### src/sv/apr_pkg.sv
// shared types, constants and helpers for the adaptive packet redundancy block
// no dependencies; every other file imports this package
`default_nettype none

package apr_pkg;

	localparam int NUM_PEERS  = 8;
	localparam int PEER_IDX_W = (NUM_PEERS > 1) ? $clog2(NUM_PEERS) : 1;

	localparam int FUNC_W     = 2;
	localparam int PEER_W     = 4;
	localparam int TICK_W     = 32;
	localparam int ID_W       = 32;
	localparam int KIND_W     = 2;
	localparam int COPIES_W   = 2;
	localparam int GAUGE_W    = 15;
	localparam int DUP_W      = 32;
	localparam int CFG_IDX_W  = 2;
	localparam int CFG_DATA_W = 2;

	localparam int S_TDATA_W  = 72;
	localparam int M_TDATA_W  = 56;

	localparam logic [GAUGE_W-1:0] RESEND_BUMP = 15'd4000;
	localparam logic [GAUGE_W-1:0] GAUGE_CAP   = 15'd20000;
	localparam logic [GAUGE_W-1:0] GAP_BUMP    = 15'd500;
	localparam logic [ID_W-1:0]    GAP_RUN_CAP = 32'd3;

	localparam logic [COPIES_W-1:0] COPIES_ONE = 2'd1;
	localparam logic [COPIES_W-1:0] COPIES_TWO = 2'd2;

	typedef enum logic [FUNC_W-1:0] {
		FUNC_RESEND  = 2'd0,
		FUNC_INBOUND = 2'd1,
		FUNC_DECIDE  = 2'd2,
		FUNC_NONE    = 2'd3
	} func_t;

	localparam logic [KIND_W-1:0] KIND_RELIABLE = 2'd1;
	localparam logic [KIND_W-1:0] KIND_ACK      = 2'd2;

	typedef enum logic [CFG_IDX_W-1:0] {
		CFG_ENABLED    = 2'd0,
		CFG_COPY_COUNT = 2'd1,
		CFG_ADAPTIVE   = 2'd2,
		CFG_DUP_ACKS   = 2'd3
	} cfg_idx_t;

	typedef struct packed {
		logic capture;
		logic stage;
		logic commit;
	} apr_cmd_t;

	function automatic logic [GAUGE_W-1:0] gap_amount(input logic [1:0] run);
		logic [GAUGE_W-1:0] amt;
		unique case (run)
			2'd1:    amt = GAP_BUMP;
			2'd2:    amt = 15'd1000;
			2'd3:    amt = 15'd1500;
			default: amt = '0;
		endcase
		return amt;
	endfunction

endpackage

`default_nettype wire

### src/sv/apr_ctrl.sv
// sequencing controller: accept, decay stage, commit and output valid
// depends on apr_pkg for the command struct
`default_nettype none

module apr_ctrl (
	input  wire logic             clk,
	input  wire logic             arst_n,
	input  wire logic             s_tvalid,
	output logic                  s_tready,
	output logic                  m_tvalid,
	input  wire logic             m_tready,
	output apr_pkg::apr_cmd_t     cmd
);
	import apr_pkg::*;

	typedef enum logic [2:0] {
		ST_IDLE  = 3'b001,
		ST_DECAY = 3'b010,
		ST_APPLY = 3'b100
	} state_t;

	state_t state_q, state_nx;
	logic   out_valid_q;

	assign s_tready = (state_q == ST_IDLE);
	assign m_tvalid = out_valid_q;

	always_comb begin
		state_nx    = state_q;
		cmd.capture = 1'b0;
		cmd.stage   = 1'b0;
		cmd.commit  = 1'b0;
		unique case (state_q)
			ST_IDLE: begin
				if (s_tvalid) begin
					cmd.capture = 1'b1;
					state_nx    = ST_DECAY;
				end
			end
			ST_DECAY: begin
				cmd.stage = 1'b1;
				state_nx  = ST_APPLY;
			end
			ST_APPLY: begin
				if (!out_valid_q || m_tready) begin
					cmd.commit = 1'b1;
					state_nx   = ST_IDLE;
				end
			end
			default: state_nx = ST_IDLE;
		endcase
	end

	always_ff @(posedge clk or negedge arst_n) begin
		if (!arst_n) begin
			state_q     <= ST_IDLE;
			out_valid_q <= 1'b0;
		end else begin
			state_q     <= state_nx;
			out_valid_q <= cmd.commit | (out_valid_q & ~m_tready);
		end
	end

`ifndef SYNTH
	a_accept_to_decay: assert property (@(posedge clk) disable iff (!arst_n)
		(s_tvalid && s_tready) |=> (state_q == ST_DECAY))
		else $error("accepted beat did not start the decay stage");
	a_decay_to_apply: assert property (@(posedge clk) disable iff (!arst_n)
		(state_q == ST_DECAY) |=> (state_q == ST_APPLY))
		else $error("decay stage not followed by apply");
	a_commit_shows: assert property (@(posedge clk) disable iff (!arst_n)
		cmd.commit |=> m_tvalid)
		else $error("committed result not presented");
`endif

endmodule

`default_nettype wire

### src/sv/apr_dp.sv
// datapath: config registers, per-peer gauge and sequence state, two-step update
// depends on apr_pkg; driven by apr_ctrl commands
`default_nettype none

module apr_dp (
	input  wire logic                            clk,
	input  wire logic                            arst_n,
	input  wire apr_pkg::apr_cmd_t               cmd,
	input  wire logic                            cfg_we,
	input  wire logic [apr_pkg::CFG_IDX_W-1:0]   cfg_index,
	input  wire logic [apr_pkg::CFG_DATA_W-1:0]  cfg_data,
	input  wire logic [apr_pkg::FUNC_W-1:0]      in_func,
	input  wire logic [apr_pkg::S_TDATA_W-1:0]   in_data,
	output logic      [apr_pkg::M_TDATA_W-1:0]   out_data
);
	import apr_pkg::*;

	typedef enum logic [1:0] {
		OP_NONE   = 2'd0,
		OP_BUMP   = 2'd1,
		OP_REFUND = 2'd2,
		OP_DECIDE = 2'd3
	} op_t;

	// configuration
	logic                cfg_enabled_q, cfg_adaptive_q, cfg_dup_acks_q;
	logic [COPIES_W-1:0] cfg_copy_q;

	// captured beat
	func_t              func_q;
	logic [PEER_W-1:0]  peer_q;
	logic [TICK_W-1:0]  now_q;
	logic [ID_W-1:0]    id_q;
	logic [KIND_W-1:0]  kind_q;
	logic               hdr_q;

	// per-peer state
	logic [GAUGE_W-1:0] gauge_q     [NUM_PEERS];
	logic [TICK_W-1:0]  last_tick_q [NUM_PEERS];
	logic               tick_seen_q [NUM_PEERS];
	logic [ID_W-1:0]    last_seq_q  [NUM_PEERS];
	logic               seq_seen_q  [NUM_PEERS];
	logic [DUP_W-1:0]   dup_q       [NUM_PEERS];

	// stage one results
	logic [GAUGE_W-1:0] gauge_s1, amt_s1;
	op_t                op_s1;
	logic               dec_req_s1, seq_upd_s1, peer_ok_s1;

	logic [M_TDATA_W-1:0] out_q;

	logic [PEER_IDX_W-1:0] idx;
	logic                  peer_ok, inb_ok, eligible, dec_base;
	logic [ID_W-1:0]       last_seq, diff;
	logic                  gap, late, adv;
	logic [1:0]            run;
	logic [TICK_W-1:0]     dt;
	logic [GAUGE_W-1:0]    g_cur, g_dec, g_s1_nx, amt_nx;
	op_t                   op_nx;
	logic                  dec_req_nx, seq_upd_nx;

	logic [GAUGE_W:0]      sum;
	logic [GAUGE_W-1:0]    g_nx;
	logic                  go, dup_inc;
	logic [COPIES_W-1:0]   copies_nx;
	logic [DUP_W-1:0]      dup_nx;

	assign idx     = peer_q[PEER_IDX_W-1:0];
	assign peer_ok = !peer_q[PEER_W-1] &&
		({1'b0, peer_q[PEER_W-2:0]} < PEER_W'(NUM_PEERS));

	// stage one: classify and decay
	always_comb begin
		g_cur    = gauge_q[idx];
		last_seq = last_seq_q[idx];
		diff     = id_q - last_seq;
		gap      = seq_seen_q[idx] && (id_q > last_seq + 32'd1);
		late     = seq_seen_q[idx] && (id_q < last_seq);
		adv      = !seq_seen_q[idx] || (id_q > last_seq);
		run      = (diff > GAP_RUN_CAP) ? 2'd3 : (diff[1:0] - 2'd1);
		inb_ok   = cfg_enabled_q && !id_q[ID_W-1] && peer_ok;
		eligible = (kind_q == KIND_RELIABLE) || (cfg_dup_acks_q && kind_q == KIND_ACK);
		dec_base = cfg_enabled_q && hdr_q && cfg_copy_q[1] && eligible;

		op_nx      = OP_NONE;
		dec_req_nx = 1'b0;
		seq_upd_nx = 1'b0;
		amt_nx     = RESEND_BUMP;
		unique case (func_q)
			FUNC_RESEND: begin
				op_nx      = peer_ok ? OP_BUMP : OP_NONE;
				dec_req_nx = peer_ok;
			end
			FUNC_INBOUND: begin
				seq_upd_nx = inb_ok && adv;
				if (inb_ok && gap) begin
					op_nx      = OP_BUMP;
					dec_req_nx = 1'b1;
					amt_nx     = gap_amount(run);
				end else if (inb_ok && late) begin
					op_nx      = OP_REFUND;
					dec_req_nx = 1'b1;
				end
			end
			FUNC_DECIDE: begin
				op_nx      = dec_base ? OP_DECIDE : OP_NONE;
				dec_req_nx = dec_base && cfg_adaptive_q && peer_ok;
			end
			FUNC_NONE: op_nx = OP_NONE;
			default:   op_nx = OP_NONE;
		endcase

		dt = now_q - last_tick_q[idx];
		if (!tick_seen_q[idx])
			g_dec = g_cur;
		else if (dt >= TICK_W'(g_cur))
			g_dec = '0;
		else
			g_dec = g_cur - dt[GAUGE_W-1:0];
		g_s1_nx = dec_req_nx ? g_dec : g_cur;
	end

	// stage two: apply
	always_comb begin
		sum  = {1'b0, gauge_s1} + {1'b0, amt_s1};
		g_nx = gauge_s1;
		unique case (op_s1)
			OP_BUMP:   g_nx = (sum > {1'b0, GAUGE_CAP}) ? GAUGE_CAP : sum[GAUGE_W-1:0];
			OP_REFUND: g_nx = (gauge_s1 > GAP_BUMP) ? (gauge_s1 - GAP_BUMP) : '0;
			OP_DECIDE: g_nx = gauge_s1;
			OP_NONE:   g_nx = gauge_s1;
			default:   g_nx = gauge_s1;
		endcase
		go        = !cfg_adaptive_q || (peer_ok_s1 && gauge_s1 != '0);
		dup_inc   = (op_s1 == OP_DECIDE) && go && peer_ok_s1;
		copies_nx = ((op_s1 == OP_DECIDE) && go) ? COPIES_TWO : COPIES_ONE;
		dup_nx    = dup_q[idx] + DUP_W'(dup_inc);
	end

	always_ff @(posedge clk or negedge arst_n) begin
		if (!arst_n) begin
			cfg_enabled_q  <= 1'b1;
			cfg_copy_q     <= COPIES_TWO;
			cfg_adaptive_q <= 1'b1;
			cfg_dup_acks_q <= 1'b1;
		end else if (cfg_we) begin
			unique case (cfg_idx_t'(cfg_index))
				CFG_ENABLED:    cfg_enabled_q  <= cfg_data[0];
				CFG_COPY_COUNT: cfg_copy_q     <= cfg_data[COPIES_W-1:0];
				CFG_ADAPTIVE:   cfg_adaptive_q <= cfg_data[0];
				CFG_DUP_ACKS:   cfg_dup_acks_q <= cfg_data[0];
				default:        cfg_enabled_q  <= cfg_enabled_q;
			endcase
		end
	end

	always_ff @(posedge clk) begin
		if (cmd.capture) begin
			func_q <= func_t'(in_func);
			peer_q <= in_data[3:0];
			now_q  <= in_data[35:4];
			id_q   <= in_data[67:36];
			kind_q <= in_data[69:68];
			hdr_q  <= in_data[70];
		end
		if (cmd.stage) begin
			gauge_s1   <= g_s1_nx;
			amt_s1     <= amt_nx;
			op_s1      <= op_nx;
			dec_req_s1 <= dec_req_nx;
			seq_upd_s1 <= seq_upd_nx;
			peer_ok_s1 <= peer_ok;
		end
		if (cmd.commit) begin
			out_q <= {7'b0, peer_ok_s1 ? dup_nx : {DUP_W{1'b0}},
				peer_ok_s1 ? g_nx : {GAUGE_W{1'b0}}, copies_nx};
		end
	end

	always_ff @(posedge clk or negedge arst_n) begin
		if (!arst_n) begin
			for (int i = 0; i < NUM_PEERS; i++) begin
				gauge_q[i]     <= '0;
				last_tick_q[i] <= '0;
				tick_seen_q[i] <= 1'b0;
				last_seq_q[i]  <= '0;
				seq_seen_q[i]  <= 1'b0;
				dup_q[i]       <= '0;
			end
		end else if (cmd.commit && peer_ok_s1) begin
			gauge_q[idx] <= g_nx;
			dup_q[idx]   <= dup_nx;
			if (dec_req_s1) begin
				last_tick_q[idx] <= now_q;
				tick_seen_q[idx] <= 1'b1;
			end
			if (seq_upd_s1) begin
				last_seq_q[idx] <= id_q;
				seq_seen_q[idx] <= 1'b1;
			end
		end
	end

	assign out_data = out_q;

`ifndef SYNTH
	a_gauge_capped: assert property (@(posedge clk) disable iff (!arst_n)
		cmd.commit |-> (g_nx <= GAUGE_CAP))
		else $error("gauge above cap");
	a_bad_peer_zero: assert property (@(posedge clk) disable iff (!arst_n)
		(cmd.commit && !peer_ok_s1) |=> (out_q[48:2] == '0))
		else $error("invalid peer reported non-zero state");
	a_single_copy: assert property (@(posedge clk) disable iff (!arst_n)
		(cmd.commit && op_s1 != OP_DECIDE) |=> (out_q[1:0] == COPIES_ONE))
		else $error("duplication outside a copy decision");
`endif

endmodule

`default_nettype wire

### src/sv/adaptive_packet_redundancy.sv
// top level of the adaptive packet redundancy block
// instantiates apr_ctrl and apr_dp; depends on apr_pkg
//
//   channel  direction  handshake           payload
//   s_*      in         s_tvalid/s_tready   s_tuser func, s_tdata peer..header_complete
//   m_*      out        m_tvalid/m_tready   m_tdata copies, loss_level, dup_total
//   cfg_*    in         cfg_we              cfg_index, cfg_data
//
// each beat passes through capture, the decay stage, then apply and commit
// a new beat is taken only after the previous one commits, while the result register drains
// apply waits only when the previous result is still held and m_tready is low
// arst_n clears all peer state and loads the register defaults; no clearing pass
`default_nettype none

module adaptive_packet_redundancy (
	input  wire logic                            clk,
	input  wire logic                            arst_n,
	input  wire logic                            s_tvalid,
	output logic                                 s_tready,
	// func
	input  wire logic [apr_pkg::FUNC_W-1:0]      s_tuser,
	// peer, now_ms, packet_id, packet_kind, header_complete, zero pad
	input  wire logic [apr_pkg::S_TDATA_W-1:0]   s_tdata,
	output logic                                 m_tvalid,
	input  wire logic                            m_tready,
	// copies, loss_level, dup_total, zero pad
	output logic      [apr_pkg::M_TDATA_W-1:0]   m_tdata,
	input  wire logic                            cfg_we,
	input  wire logic [apr_pkg::CFG_IDX_W-1:0]   cfg_index,
	input  wire logic [apr_pkg::CFG_DATA_W-1:0]  cfg_data
);
	import apr_pkg::*;

	apr_cmd_t cmd;

	apr_ctrl u_ctrl (
		.clk      (clk),
		.arst_n   (arst_n),
		.s_tvalid (s_tvalid),
		.s_tready (s_tready),
		.m_tvalid (m_tvalid),
		.m_tready (m_tready),
		.cmd      (cmd)
	);

	apr_dp u_dp (
		.clk       (clk),
		.arst_n    (arst_n),
		.cmd       (cmd),
		.cfg_we    (cfg_we),
		.cfg_index (cfg_index),
		.cfg_data  (cfg_data),
		.in_func   (s_tuser),
		.in_data   (s_tdata),
		.out_data  (m_tdata)
	);

endmodule

`default_nettype wire
### config.mk
export PLATFORM = sky130hd
export DESIGN_NAME = adaptive_packet_redundancy
export DESIGN_NICKNAME = d
export VERILOG_FILES = /design/src/sv/apr_pkg.sv /design/src/sv/apr_ctrl.sv /design/src/sv/apr_dp.sv /design/src/sv/adaptive_packet_redundancy.sv
export SDC_FILE = /design/constraint.sdc
export NUM_CORES = 2
export LEC_CHECK = 0
export BUFFER_PORTS_ARGS = -buffer_cell sky130_fd_sc_hd__buf_2
export CORE_MARGIN = 3
export CORE_UTILIZATION = 42
export DETAILED_ROUTE_END_ITERATION = 12
export GPL_TIMING_DRIVEN = 0
export SYNTH_ARGS = -nofsm -noshare
export SYNTH_HDL_FRONTEND = slang
export SYNTH_SLANG_ARGS = --single-unit
### constraint.sdc
create_clock -name clk -period 8 [get_ports clk]
set_input_delay 0.8 -clock clk [delete_from_list [all_inputs] [get_ports clk]]
set_output_delay 0.8 -clock clk [all_outputs]
set_load 0.005 [all_outputs]
==> results.yml <==
setup_path:
  r2r_slack_ps: 140
  path_class: "reg2reg"
  endpoint_kind: "flip-flop"
  cp-start-kind: "flip-flop"
  worstPathRequired_ps: 8540
  critical_path.max_fanout: 10
  cp.arrival_ps: 8400
floorplanning:
  rows: 130
  dieArea_sq_um: 131000
  ioPinCount: 141
  die_x_um: 362
  start_util_pct: 42.3
  die_h_um: 362
  coreArea_sq_um: 126000
final_layout:
  nets: 5304
  layout-area-overhead-vs-synth_pct: 13.6
  design_area_sq_um: 60500
  fin_util_pct: 48.1
  drive_gt1_share_pct: 21.9
  layout.cells.non_filler: 6820
logic_synthesis:
  yosys-mux-area-fraction_pct: 15.6
  ys.flop_type: "dfrtp_1"
  synth_area_leaders: "dfrtp_1 43%, mux2_2 12%, edfxtp_1 8.5%, nand2_1 6.0%, ha_1 3.5%"
  synth_cell_types: 103
  synth-seq-cells: 1062
  avgSynthCellArea_sq_um: 11.1
  yosysSeqAreaShare_pct: 51.3
  synth_fa_ha_area_share_pct: 3.61
  yosys_warnings: 0
  synth_top_area_share_pct: 42.6
  synth_compound_area_share_pct: 12.3
  syn_inst: 4804
  synth_area_sq_um: 53200
  yosys.area_share.simple_pct: 12.1
  yosys.area.top_type: "dfrtp_1"
  async_flop_share_pct: 85.9
  synth_xor_area_share_pct: 1.84
  synth_top_family_by_area: "multiplexers"
  synth_edf_count: 150
placement:
  dpl_cell_area_sq_um: 56300
  dp_hpwl_um: 123000
  place_inst: 6605
  gp_congestion: 0.905
  io_buffers: 132
drt:
  num_vias: 41080
  drt.antenna.violating_nets: 0
  drt-pass1-iter-count: 6
  vias_per_cell: 6.02
  wl_um: 181000
  routedWlPerCell_um: 26.5
  drtIter0Drc: 4316
  route.detailed.drc: 0
clock_tree:
  cts_made_buffers: 114
  cts.reportedPaths.clkPinSlew_ps: 60
  hold_buffers: 0
  cts_max_level: 3
  clockBufferDepth: 3
  clock-sinks: 1062
  cts_root_buf: "clkbuf_16"
  cts_tree: "built"
  clock_latency_ps: 740
sta:
  fin_crit_sh_pct: 98.2
  rsz0062_at_grt: "false"
  period_needed_ps: 7860
  maxClockFrequency_ghz: 0.127
  setup_viol: 0
  max-slew-margin-rel_pct: -8.90
  hold_violations: 0
  tightest_slew_ps: 1630
  hold_ws_ps: 89.2
  final_max_slew_viol_count: 24
  fin_skew_ps: 35.5
grt:
  grt_max_degree: 120
  grt_pass1_wl_um: 267000
  use_met2_pct: 41.5
  antenna_found_initial: 6
  gr-max-usage-layer: "met2"
  grt_util_met1_pct: 38.8
  grt.overflow.total: 0
  grt_pass1_vias: 39878
  grtUsageMet3_pct: 5.79
  grtUsageTotal_pct: 27.3
status:
  status: "finished, violations left"
  violations: "max-capacitance violations, max-slew violations"
job:
  maxCapViolations: 3
power:
  p_leak_uw: 0.0278
  powerDensity_nw_per_um2: 264
  vdd_drop_max_uv: 189
worst_hold_path:
  hp-class: "in2async"
critical path, cell delays in order (launching register included):
cell and delay, ps:
edfxtp_1 410, buf_6 190, buf_6 180, buf_8 170, buf_6 190, nor3_4 260
clkbuf_2 630, buf_1 890, a22oi_1 150, and4_1 260, ha_1 410, o211ai_1 150
o211a_1 240, a21oi_1 190, nand2_1 190, xnor2_1 540, ha_1 410, a22o_1 230
nor4_1 140, o21ai_0 120, a2bb2oi_1 220, nor4_1 280, nand4_1 120, nor4_1 260
nand4_1 120, buf_4 190, buf_2 200, o22ai_1 260
path summary, 6_finish.rpt:
path / start / end / cells after the start
min: arst_n / u_dp.last_tick_q[153] / 2
max: u_dp.peer_q[0] / u_dp.gauge_s1[12] / 27
max reg2reg: u_dp.peer_q[0] / u_dp.gauge_s1[12] / 27
min reg2reg: u_dp.seq_seen_q[3] / u_dp.seq_seen_q[3] / 1
min in group clk: s_tdata[5] / u_dp.now_q[1] / 1
max in group asynchronous: arst_n / u_dp.last_seq_q[48] / 5
metrics by stage:
step	power, uW	setup TNS, ps	setup slack (ps)
6_report	16000	0	140
5_1_grt	16700	0	9.24
4_1_cts	16000	0	29.5
3_5_place_dp	10500	-30220	-1880
3_3_place_gp	10400	-	-14150
2_1_floorplan	8900	0	1900
routing by layer:
metal,up-vias,share of wire (%)
met2,1795,44
met5,-,0
met3,338,8.5
met1,21010,44
li1,17937,-
met4,0,3.3
layout by cell type (no fill, tap or decap), types with 23 or more instances in the layout:
cell,n
dfrtp_1,907
nand2_1,846
mux2_2,566
o21ai_0,294
clkbuf_1,198
nor2_1,178
buf_2,150
a22oi_1,150
edfxtp_1,150
ha_1,147
a21oi_1,145
clkbuf_16,118
a221oi_1,86
inv_1,82
nand3_1,77
mux2i_1,73
xnor2_1,58
mux4_2,54
xor2_1,47
nand2b_1,41
nand4_1,37
o22ai_1,36
a21o_1,34
and3_1,30
and2_1,30
clkbuf_8,29
nor3_1,29
buf_4,25
clkinv_2,25
buf_6,24
o21ai_1,23
cell families after synthesis:
family          Yosys count
buf+inv                 373
compound gates          990
simple gates           1423
mux                     694
flops                  1062
fa+ha+maj               151
xor+xnor                110
other cells               1
report_power, final:
part	leakage, uW	internal, uW	switching (uW)
clock network	0.00191	3160	2300
registers	0.0140	5960	422
logic	0.0119	1420	2730
total	0.0278	10500	5450
sequential cells by signal, indices dropped and copies added (netlist names), 2 cells and up:
name,flops
u_ctrl.state_q,3
u_dp.amt_s1,8
u_dp.dup_q,256
u_dp.func_q,2
u_dp.gauge_q,120
u_dp.gauge_s1,15
u_dp.id_q,32
u_dp.kind_q,2
u_dp.last_seq_q,256
u_dp.last_tick_q,256
u_dp.now_q,32
u_dp.op_s1,2
u_dp.out_data,49
u_dp.peer_q,4
u_dp.seq_seen_q,8
u_dp.tick_seen_q,8
final cells by class:
class | count | area, sq um
Antenna cell | 3 | 7.51
Buffer | 283 | 1540
Clock buffer | 165 | 3390
Clock inverter | 48 | 482
Fill cell | 11433 | 65300
Inverter | 84 | 315
Multi-Input combinational cell | 3375 | 24300
Sequential cell | 1062 | 27300
Tap cell | 1650 | 2060
Timing Repair Buffer | 150 | 1020
what timing repair did:
action                                  4_1_cts  5_1_grt
endpoints found under the hold margin         0        0
endpoints found under the setup margin       22       22
gates resized for setup                      67       38
buffers inserted                              3        2
pin swaps                                     2        2
cloned                                        0        0
synth_stat cells (58+ instances only):
cell type	number
dfrtp_1	907
nand2_1	846
mux2_2	566
o21ai_0	297
clkbuf_1	206
nor2_1	182
a22oi_1	150
edfxtp_1	150
ha_1	147
a21oi_1	146
a221oi_1	87
inv_1	82
nand3_1	77
mux2i_1	73
xnor2_1	58
No activity file was read; power rests on OpenSTA's default activity.
